## src/rtl/encoder_pwm_dimmer_control_macros.svh

```systemverilog
// Assertion helpers for the dimmer control block.
// Builds that define SYNTH see empty bodies.
`ifndef ENCODER_PWM_DIMMER_CONTROL_MACROS_SVH
`define ENCODER_PWM_DIMMER_CONTROL_MACROS_SVH

`ifndef SYNTH
// Check a property on every clock edge outside reset.
`define EPDC_CHECK(label, clk, rst_n, prop) \
    label: assert property (@(posedge clk) disable iff (!rst_n) (prop)) \
        else $error("epdc: property violated");
// Check that the consequent holds in the cycle after the antecedent.
`define EPDC_CHECK_NEXT(label, clk, rst_n, ante, cons) \
    label: assert property (@(posedge clk) disable iff (!rst_n) (ante) |=> (cons)) \
        else $error("epdc: sequence violated");
`else
`define EPDC_CHECK(label, clk, rst_n, prop)
`define EPDC_CHECK_NEXT(label, clk, rst_n, ante, cons)
`endif

`endif

```

## src/rtl/epdc_pkg.sv

```systemverilog
`timescale 1ns / 1ps
`default_nettype none

package epdc_pkg;

    localparam int LEVEL_W   = 7;
    localparam int CODE_W    = 8;
    localparam int CNT_W     = 4;
    localparam int CFG_IDX_W = 3;
    localparam int CFG_DATA_W = 8;

    localparam logic [CNT_W-1:0] CNT_MAX = 4'd15;

    // Configuration register indexes
    typedef enum logic [CFG_IDX_W-1:0] {
        CFG_MODULE_ID        = 3'd0,
        CFG_DIMMABLE_LIGHT   = 3'd1,
        CFG_FIXED_LIGHT      = 3'd2,
        CFG_FIXED_FAN        = 3'd3,
        CFG_UPLOAD_PERIOD    = 3'd4,
        CFG_UPLOAD_ON_CHANGE = 3'd5,
        CFG_KNOB_STEP_LIMIT  = 3'd6
    } cfg_index_t;

    // Level step requests from the encoder decoder
    typedef struct packed {
        logic down;
        logic up;
    } knob_step_t;

endpackage

`default_nettype wire

```

## src/rtl/encoder_pwm_dimmer_control.sv

```systemverilog
`timescale 1ns / 1ps
`default_nettype none
// Dimmer control for a knob, a push button and a remote link, one transfer per 10 ms tick.
// Input stream (s_*): one transfer per tick carrying the encoder levels, the button
// event and an optional addressed remote command. Output stream (m_*): exactly one
// result transfer per input transfer with switch state, level, PWM compare value,
// timer enable, upload strobe, display strobe and the effective module code.
// The result is registered and valid in the cycle after the input transfer.
// Throughput: one transfer per cycle while the receiver keeps up; the tick logic is a
// short chain of compares, increments and muxes between the state and result registers.
// The block takes a new input while m_tready is high or the result register is empty,
// so a stalled receiver holds the pending result and blocks input only until it drains.
// Reset (aresetn low, synchronous) clears all tick state and the result valid, and
// loads the configuration defaults: module 1, dimmable 1, fixed light 0, fixed fan 2,
// upload period 20, periodic uploads, knob step limit 1.
// Configuration: cfg_we writes cfg_wdata into register cfg_addr; write only while idle.

`include "encoder_pwm_dimmer_control_macros.svh"

module encoder_pwm_dimmer_control #(
    parameter int MAX_LEVEL = 100
) (
    input  wire logic                               aclk,
    input  wire logic                               aresetn,
    // config write port
    input  wire logic                               cfg_we,
    input  wire logic [epdc_pkg::CFG_IDX_W-1:0]     cfg_addr,
    input  wire logic [epdc_pkg::CFG_DATA_W-1:0]    cfg_wdata,
    // input stream
    input  wire logic                               s_tvalid,
    output logic                                    s_tready,
    // tdata: knob_a[0], knob_b[1], button_press[2], remote_valid[3],
    //        remote_addr[11:4], remote_switch[12], remote_level[20:13], zero pad[23:21]
    input  wire logic [23:0]                        s_tdata,
    // result stream
    output logic                                    m_tvalid,
    input  wire logic                               m_tready,
    // tdata: switch_on[0], level[7:1], compare_value[15:8], pwm_enable[16],
    //        upload_valid[17], display_changed[18], module_addr[26:19], zero pad[31:27]
    output logic [31:0]                             m_tdata
);

    localparam int TOP_I  = (MAX_LEVEL > 127) ? 127 : MAX_LEVEL;
    localparam int HALF_I = (TOP_I < 50) ? TOP_I : 50;
    localparam logic [epdc_pkg::LEVEL_W-1:0] TOP  = TOP_I[epdc_pkg::LEVEL_W-1:0];
    localparam logic [epdc_pkg::LEVEL_W-1:0] HALF = HALF_I[epdc_pkg::LEVEL_W-1:0];

    // unpack input fields
    logic       knob_a, knob_b, button_press, remote_valid, remote_switch;
    logic [7:0] remote_addr, remote_level;

    assign knob_a        = s_tdata[0];
    assign knob_b        = s_tdata[1];
    assign button_press  = s_tdata[2];
    assign remote_valid  = s_tdata[3];
    assign remote_addr   = s_tdata[11:4];
    assign remote_switch = s_tdata[12];
    assign remote_level  = s_tdata[20:13];

    // configuration registers
    logic [7:0] module_id_reg, dimmable_id_reg, fixed_light_id_reg, fixed_fan_id_reg;
    logic [7:0] upload_period_reg;
    logic       upload_on_change_reg;
    logic [3:0] knob_step_limit_reg;

    always_ff @(posedge aclk) begin
        if (!aresetn) begin
            module_id_reg        <= 8'd1;
            dimmable_id_reg      <= 8'd1;
            fixed_light_id_reg   <= 8'd0;
            fixed_fan_id_reg     <= 8'd2;
            upload_period_reg    <= 8'd20;
            upload_on_change_reg <= 1'b0;
            knob_step_limit_reg  <= 4'd1;
        end else if (cfg_we) begin
            unique case (epdc_pkg::cfg_index_t'(cfg_addr))
                epdc_pkg::CFG_MODULE_ID:        module_id_reg        <= cfg_wdata;
                epdc_pkg::CFG_DIMMABLE_LIGHT:   dimmable_id_reg      <= cfg_wdata;
                epdc_pkg::CFG_FIXED_LIGHT:      fixed_light_id_reg   <= cfg_wdata;
                epdc_pkg::CFG_FIXED_FAN:        fixed_fan_id_reg     <= cfg_wdata;
                epdc_pkg::CFG_UPLOAD_PERIOD:    upload_period_reg    <= cfg_wdata;
                epdc_pkg::CFG_UPLOAD_ON_CHANGE: upload_on_change_reg <= cfg_wdata[0];
                epdc_pkg::CFG_KNOB_STEP_LIMIT:  knob_step_limit_reg  <= cfg_wdata[3:0];
                default: ; // drop writes beyond the register list
            endcase
        end
    end

    // tick state
    logic       on_state_reg, on_state_next;
    logic [6:0] level_now_reg, level_now_next;
    logic       synced_switch_reg, synced_switch_next;
    logic [6:0] synced_level_reg, synced_level_next;
    logic       shown_switch_reg;
    logic [6:0] shown_level_reg;
    logic [7:0] tick_count_reg, tick_count_next;
    logic       timer_running_reg, timer_running_next;

    // result register
    logic       m_tvalid_reg, m_tvalid_next;
    logic [31:0] m_tdata_reg, m_tdata_next;

    logic s_accept;
    assign s_tready = !m_tvalid_reg || m_tready;
    assign s_accept = s_tvalid && s_tready;

    // encoder detents only advance while the PWM timer runs
    epdc_pkg::knob_step_t knob_step;

    epdc_knob u_knob (
        .aclk       (aclk),
        .aresetn    (aresetn),
        .step_en    (s_accept && timer_running_reg),
        .knob_a     (knob_a),
        .knob_b     (knob_b),
        .step_limit (knob_step_limit_reg),
        .step       (knob_step)
    );

    // effective module code: unknown codes act as a dimmable light
    logic [7:0] module_eff;
    logic       fixed_kind, remote_hit;

    always_comb begin
        if (module_id_reg != dimmable_id_reg && module_id_reg != fixed_light_id_reg &&
            module_id_reg != fixed_fan_id_reg) begin
            module_eff = dimmable_id_reg;
        end else begin
            module_eff = module_id_reg;
        end
        fixed_kind = (module_eff == fixed_light_id_reg || module_eff == fixed_fan_id_reg) &&
                     (module_eff != dimmable_id_reg);
        remote_hit = remote_valid && (remote_addr == module_eff);
    end

    logic upload_strobe, display_strobe;

    always_comb begin
        on_state_next      = on_state_reg;
        level_now_next     = level_now_reg;
        synced_switch_next = synced_switch_reg;
        synced_level_next  = synced_level_reg;
        timer_running_next = timer_running_reg;
        tick_count_next    = tick_count_reg;
        upload_strobe      = 1'b0;

        // knob steps: down first, then up
        if (timer_running_reg) begin
            if (knob_step.down && level_now_next != 7'd0) level_now_next = level_now_next - 7'd1;
            if (knob_step.up && level_now_next < TOP)     level_now_next = level_now_next + 7'd1;
        end

        // addressed remote command, level saturated to the top
        if (remote_hit) begin
            on_state_next      = remote_switch;
            level_now_next     = (remote_level > {1'b0, TOP}) ? TOP : remote_level[6:0];
            synced_switch_next = remote_switch;
            synced_level_next  = level_now_next;
        end

        if (button_press) on_state_next = !on_state_next;

        // switch rules
        if (on_state_next && level_now_next == 7'd0) level_now_next = 7'd1;
        if (fixed_kind) level_now_next = on_state_next ? TOP : 7'd0;
        if (!on_state_next) level_now_next = 7'd0;

        // switch transition restarts the level and the timer
        if (synced_switch_next != on_state_next) begin
            synced_switch_next = on_state_next;
            timer_running_next = on_state_next;
            level_now_next     = on_state_next ? HALF : 7'd0;
        end

        // upload strobe: periodic count or change report
        if (!upload_on_change_reg) begin
            if (tick_count_reg < upload_period_reg) begin
                tick_count_next = tick_count_reg + 8'd1;
            end else begin
                tick_count_next = 8'd0;
                upload_strobe   = 1'b1;
            end
        end else if (synced_switch_next != on_state_next ||
                     synced_level_next != level_now_next) begin
            synced_switch_next = on_state_next;
            synced_level_next  = level_now_next;
            upload_strobe      = 1'b1;
        end

        display_strobe = (shown_switch_reg != on_state_next) ||
                         (shown_level_reg != level_now_next);
    end

    always_ff @(posedge aclk) begin
        if (!aresetn) begin
            on_state_reg      <= 1'b0;
            level_now_reg     <= '0;
            synced_switch_reg <= 1'b0;
            synced_level_reg  <= '0;
            shown_switch_reg  <= 1'b0;
            shown_level_reg   <= '0;
            tick_count_reg    <= '0;
            timer_running_reg <= 1'b0;
        end else if (s_accept) begin
            on_state_reg      <= on_state_next;
            level_now_reg     <= level_now_next;
            synced_switch_reg <= synced_switch_next;
            synced_level_reg  <= synced_level_next;
            shown_switch_reg  <= on_state_next;
            shown_level_reg   <= level_now_next;
            tick_count_reg    <= tick_count_next;
            timer_running_reg <= timer_running_next;
        end
    end

    // pack the result; compare value is level times two
    always_comb begin
        m_tdata_next        = '0;
        m_tdata_next[0]     = on_state_next;
        m_tdata_next[7:1]   = level_now_next;
        m_tdata_next[15:8]  = {level_now_next, 1'b0};
        m_tdata_next[16]    = timer_running_next;
        m_tdata_next[17]    = upload_strobe;
        m_tdata_next[18]    = display_strobe;
        m_tdata_next[26:19] = module_eff;
        m_tvalid_next       = s_accept || (m_tvalid_reg && !m_tready);
    end

    always_ff @(posedge aclk) begin
        if (!aresetn) begin
            m_tvalid_reg <= 1'b0;
        end else begin
            m_tvalid_reg <= m_tvalid_next;
        end
    end

    // hold the payload while the receiver stalls
    always_ff @(posedge aclk) begin
        if (s_accept) m_tdata_reg <= m_tdata_next;
    end

    assign m_tvalid = m_tvalid_reg;
    assign m_tdata  = m_tdata_reg;

    // an on state never reports level zero, an off state always does
    `EPDC_CHECK(a_on_nonzero, aclk, aresetn, (m_tvalid_reg && m_tdata_reg[0]) |-> (m_tdata_reg[7:1] != 7'd0))
    `EPDC_CHECK(a_off_zero, aclk, aresetn, (m_tvalid_reg && !m_tdata_reg[0]) |-> (m_tdata_reg[7:1] == 7'd0))
    // level stays within the top and the stored state matches the reported result
    `EPDC_CHECK(a_level_top, aclk, aresetn, m_tvalid_reg |-> (m_tdata_reg[7:1] <= TOP))
    `EPDC_CHECK_NEXT(a_state_match, aclk, aresetn, s_accept, (m_tdata_reg[7:1] == level_now_reg) && (m_tdata_reg[0] == on_state_reg))

endmodule

`default_nettype wire

```

## src/rtl/epdc_knob.sv

```systemverilog
`timescale 1ns / 1ps
`default_nettype none

module epdc_knob (
    input  wire logic                           aclk,
    input  wire logic                           aresetn,
    input  wire logic                           step_en,
    input  wire logic                           knob_a,
    input  wire logic                           knob_b,
    input  wire logic [epdc_pkg::CNT_W-1:0]     step_limit,
    output epdc_pkg::knob_step_t                step
);

    logic                        moving_reg, moving_next;
    logic [epdc_pkg::CNT_W-1:0]  down_count_reg, down_count_next;
    logic [epdc_pkg::CNT_W-1:0]  up_count_reg, up_count_next;

    always_comb begin
        moving_next     = moving_reg;
        down_count_next = down_count_reg;
        up_count_next   = up_count_reg;
        step            = '0;
        // arm on equal levels, count one detent on the first mismatch
        if (knob_a == knob_b) begin
            moving_next = 1'b0;
        end else if (!moving_reg) begin
            moving_next = 1'b1;
            if (knob_a) begin
                if (down_count_reg < epdc_pkg::CNT_MAX) down_count_next = down_count_reg + 4'd1;
            end else begin
                if (up_count_reg < epdc_pkg::CNT_MAX) up_count_next = up_count_reg + 4'd1;
            end
        end
        if (down_count_next > step_limit) begin
            down_count_next = '0;
            step.down       = 1'b1;
        end
        if (up_count_next > step_limit) begin
            up_count_next = '0;
            step.up       = 1'b1;
        end
    end

    always_ff @(posedge aclk) begin
        if (!aresetn) begin
            moving_reg     <= 1'b0;
            down_count_reg <= '0;
            up_count_reg   <= '0;
        end else if (step_en) begin
            moving_reg     <= moving_next;
            down_count_reg <= down_count_next;
            up_count_reg   <= up_count_next;
        end
    end

endmodule

`default_nettype wire
```

## config.mk

```make
export PLATFORM = sky130hd
export DESIGN_NAME = encoder_pwm_dimmer_control
export DESIGN_NICKNAME = d
export VERILOG_FILES = /design/src/rtl/epdc_pkg.sv /design/src/rtl/encoder_pwm_dimmer_control.sv /design/src/rtl/epdc_knob.sv
export VERILOG_INCLUDE_DIRS = /design/src /design/src/rtl
export SDC_FILE = /design/constraint.sdc
export NUM_CORES = 1
export LEC_CHECK = 0
export BUFFER_PORTS_ARGS = -buffer_cell sky130_fd_sc_hd__buf_2
export CAP_MARGIN = 10
export CORE_MARGIN = 10
export CORE_UTILIZATION = 29
export CTS_CLUSTER_SIZE = 8
export DETAILED_ROUTE_END_ITERATION = 12
export HOLD_SLACK_MARGIN = 0.02
export MAX_ROUTING_LAYER = met4
export PLACE_DENSITY = 0.5
export SLEW_MARGIN = 20
export SYNTH_ARGS = -nofsm -noshare
export SYNTH_HDL_FRONTEND = slang
export SYNTH_SLANG_ARGS = --single-unit
```

## constraint.sdc

```tcl
create_clock -name aclk -period 8.4 [get_ports aclk]
set_clock_uncertainty 0.05 [all_clocks]
set_input_delay 1.26 -clock aclk [delete_from_list [all_inputs] [get_ports aclk]]
set_output_delay 1.26 -clock aclk [all_outputs]
set_load 0.05 [all_outputs]
```

==> impl_metrics.py <==
metrics = {
    "worst_setup_path": {
        "start_kind": "primary input",
        "crit_type": "in -> reg",
        "cp_max_fo": 9,
        "crit_arrival_ps": 6830,
        "r2r_start": "u_knob.moving_reg",
        "endpoint_kind": "register",
        "critPathRequiredTime_ps": 8590,
        "r2r_setup_slack_ps": 2450,
        "r2r_end": "synced_level_reg[1]",
        "ff2ff_path_depth": 23,
    },
    "drt": {
        "dr.pass1.iters": 5,
        "post-route-drc-count": 0,
        "routedWlPerCell_um": 15.6,
        "viasPerCell": 4.91,
        "ant_nets": 0,
        "drtIter0Drc": 269,
        "vias": 5330,
        "wirelength_mm": 17.0,
    },
    "die": {
        "die_x_um": 170,
        "num_rows": 54,
        "ios": 74,
        "start_util_pct": 29.6,
        "core_um2": 21900,
        "die_area_um2": 28700,
        "die_h_um": 170,
    },
    "cts": {
        "cts_tree": "yes",
        "cts_sinks": 98,
        "clock_tree.buffer_depth": 2,
        "path_clk_slew_ps": 80,
        "cts_setup_buffers": 0,
        "cts_hold_buf": 0,
        "cts_resized": 0,
        "clock_latency_ps": 360,
        "clock-root-buffer": "clkbuf_16",
        "cts_max_level": 3,
        "numCtsBuffers": 9,
    },
    "placed_design": {
        "port_buffers": 64,
        "placed_cells": 1066,
        "dp_slack_ps": 1420,
        "routabilityCongestion": 0.840,
        "dp_hpwl_mm": 12.8,
    },
    "cells_and_area": {
        "layout.cells.non_filler": 1086,
        "final-seq-area_um2": 2150,
        "fill_cells": 2369,
        "drive_above_1_share_pct": 17.1,
        "largest_register_ffs": 19,
        "final_nets": 858,
        "fin_util_pct": 32.8,
        "multi_input_area_um2": 3950,
        "areaGrowthSynthToFinish_pct": 10.7,
    },
    "synth": {
        "syn_area_um2": 6490,
        "synth_top_area_share_pct": 24.4,
        "ys_types": 83,
        "synth_top_cells_by_area": "dfxtp_1 24%, edfxtp_1 8.8%, nand2_1 7.8%",
        "synth_warnings": 0,
        "synth.avg_cell_area_um2": 8.49,
        "ys_seq_area_share_pct": 33.2,
        "synth_ff_type": "dfxtp_1",
        "synth-async-reset-ratio_pct": 0,
        "synth_edf_count": 19,
        "synth_top_cells_by_count": "135 x nand2_1, 79 x dfxtp_1, 46 x xnor2_1",
        "post-synth-top-area-cell": "dfxtp_1",
        "synth-seq-cells": 98,
        "yosysMostFrequentCell": "nand2_1",
        "netlist_instances": 764,
    },
    "timing": {
        "period_needed_ps": 6640,
        "setup_ws_ps": 1760,
        "fmax_mhz": 151,
        "setup_tns_ps": 0,
        "max_slew_margin_pct": 48.4,
        "setup_viol": 0,
        "hold_slack_ps": 420,
        "period_share_pct": 79.1,
        "rsz0062_at_grt": "false",
        "hold_viol": 0,
        "slew_violations": 0,
        "tightest_slew_ps": 767,
    },
    "worst_hold_path": {
        "min_path_type": "reg -> reg",
        "worstHoldEndpoint": "upload_period_reg[3]",
        "hp-start": "upload_period_reg[3]",
        "min_path_cells": 2,
    },
    "status": {
        "outcome": "complete, no violations",
    },
    "flow_run": {
        "maxCapViolCount": 0,
    },
    "global_route": {
        "grt_overflow": 0,
        "grt_max_degree": 74,
        "grt_antenna_before_repair": 4,
        "grt_pass1_wl_mm": 27.6,
        "grt_pass1_vias": 5155,
        "grtUsageTotal_pct": 12.1,
    },
    "power": {
        "p_per_area_nw_per_um2": 160,
        "ir_worst_vdd_uv": 67.1,
        "leakage_uw": 0.00278,
    },
}
-- stage by stage --
step / instance area [µm²] / total power [µW]
after detailed placement: 6880 / 751
after floorplan: 6500 / 699
after global placement: 6880 / 751
after global routing: 7180 / 1200
final: 7180 / 1150
after CTS: 7170 / 1160
-- placed cells by master, fill, tap and decap left out, types with 3 or more instances in the layout --
master / n
nand2_1: 135
conb_1: 6
a21o_1: 4
o21ai_0: 26
and2_1: 8
buf_2: 64
clkbuf_16: 9
nand3b_1: 4
mux2_2: 13
nor3_1: 7
o221ai_1: 4
ha_1: 21
nand2b_1: 8
o21ai_2: 3
edfxtp_1: 19
and2_2: 3
o211ai_1: 7
o211a_1: 8
mux2i_1: 16
dfxtp_1: 79
a21boi_0: 42
nor2b_1: 24
nand3_1: 22
a31oi_1: 5
nand4_1: 18
and3_1: 8
nor4_1: 4
nor3b_1: 6
xor2_1: 19
a21oi_1: 30
inv_1: 25
nor2_1: 40
diode_2: 4
xnor2_1: 46
nor4_2: 4
-- critical path, cell delays in order --
cell	delay, ps
buf_2	120
nor3b_1	400
nand2_1	210
mux2_2	330
ha_1	310
nor2b_4	140
o211a_1	260
o21ai_2	390
nor2_1	210
nand2_1	100
o21ai_0	110
inv_1	90
ha_1	210
o211ai_2	120
nor4_2	310
mux2i_1	290
xnor2_1	150
nand3_1	110
o21ai_1	60
a311o_1	340
or3_1	360
or4_4	570
mux2i_1	140
a32o_1	240
-- cell families after synthesis --
kind of cell               count (synthesis)  synth area share (%)
adders and majority gates                 21                  4.05
AOI/OAI and AO/OA                        163                  18.4
and+or+nand+nor                          312                  24.2
other                                      1                0.0578
buffers and inverters                     74                  6.19
muxes                                     29                  4.73
xor gates and xnor gates                  66                  9.20
DFF                                       98                  33.2
-- cell type report --
cell class	count	share of cell area, %
Tap cell	280	4.88
Inverter	25	1.31
Antenna cell	4	0.139
Clock inverter	7	0.871
Sequential cell	98	30.0
Multi-Input combinational cell	597	55.0
Timing Repair Buffer	66	4.67
Clock buffer	9	3.14
-- layer usage --
layer / global-route usage (%) / share of wire (%) / vias up / routed length, µm
met2: 18.0 / 44 / 89 / 7400
met4: 3.45 / 1.2 / 0 / 199
met1: 16.1 / 50 / 2504 / 8510
met3: 2.71 / 4.9 / 11 / 838
li1: - / - / 2726 / -
met5: - / 0 / - / 0
-- worst max-delay path by stage --
stage | start | endpoint | slack [ps] | cells past startpoint
3_5_place_dp | s_tdata[1] | synced_level_reg[1] | 1420 | 24
3_3_place_gp | s_tdata[1] | synced_level_reg[1] | 1420 | 24
6_report | s_tdata[1] | synced_level_reg[1] | 1760 | 24
2_1_floorplan | s_tdata[1] | synced_level_reg[1] | 2160 | 23
4_1_cts | s_tdata[1] | synced_level_reg[1] | 1760 | 24
5_1_grt | s_tdata[0] | synced_level_reg[3] | 1350 | 24
-- power breakdown --
part	total (µW)	switching (µW)	internal, µW
Combinational	227	146	81.0
Sequential	513	17.0	496
Clock	407	202	206
Note: power is estimated with default switching activity, not from simulation.
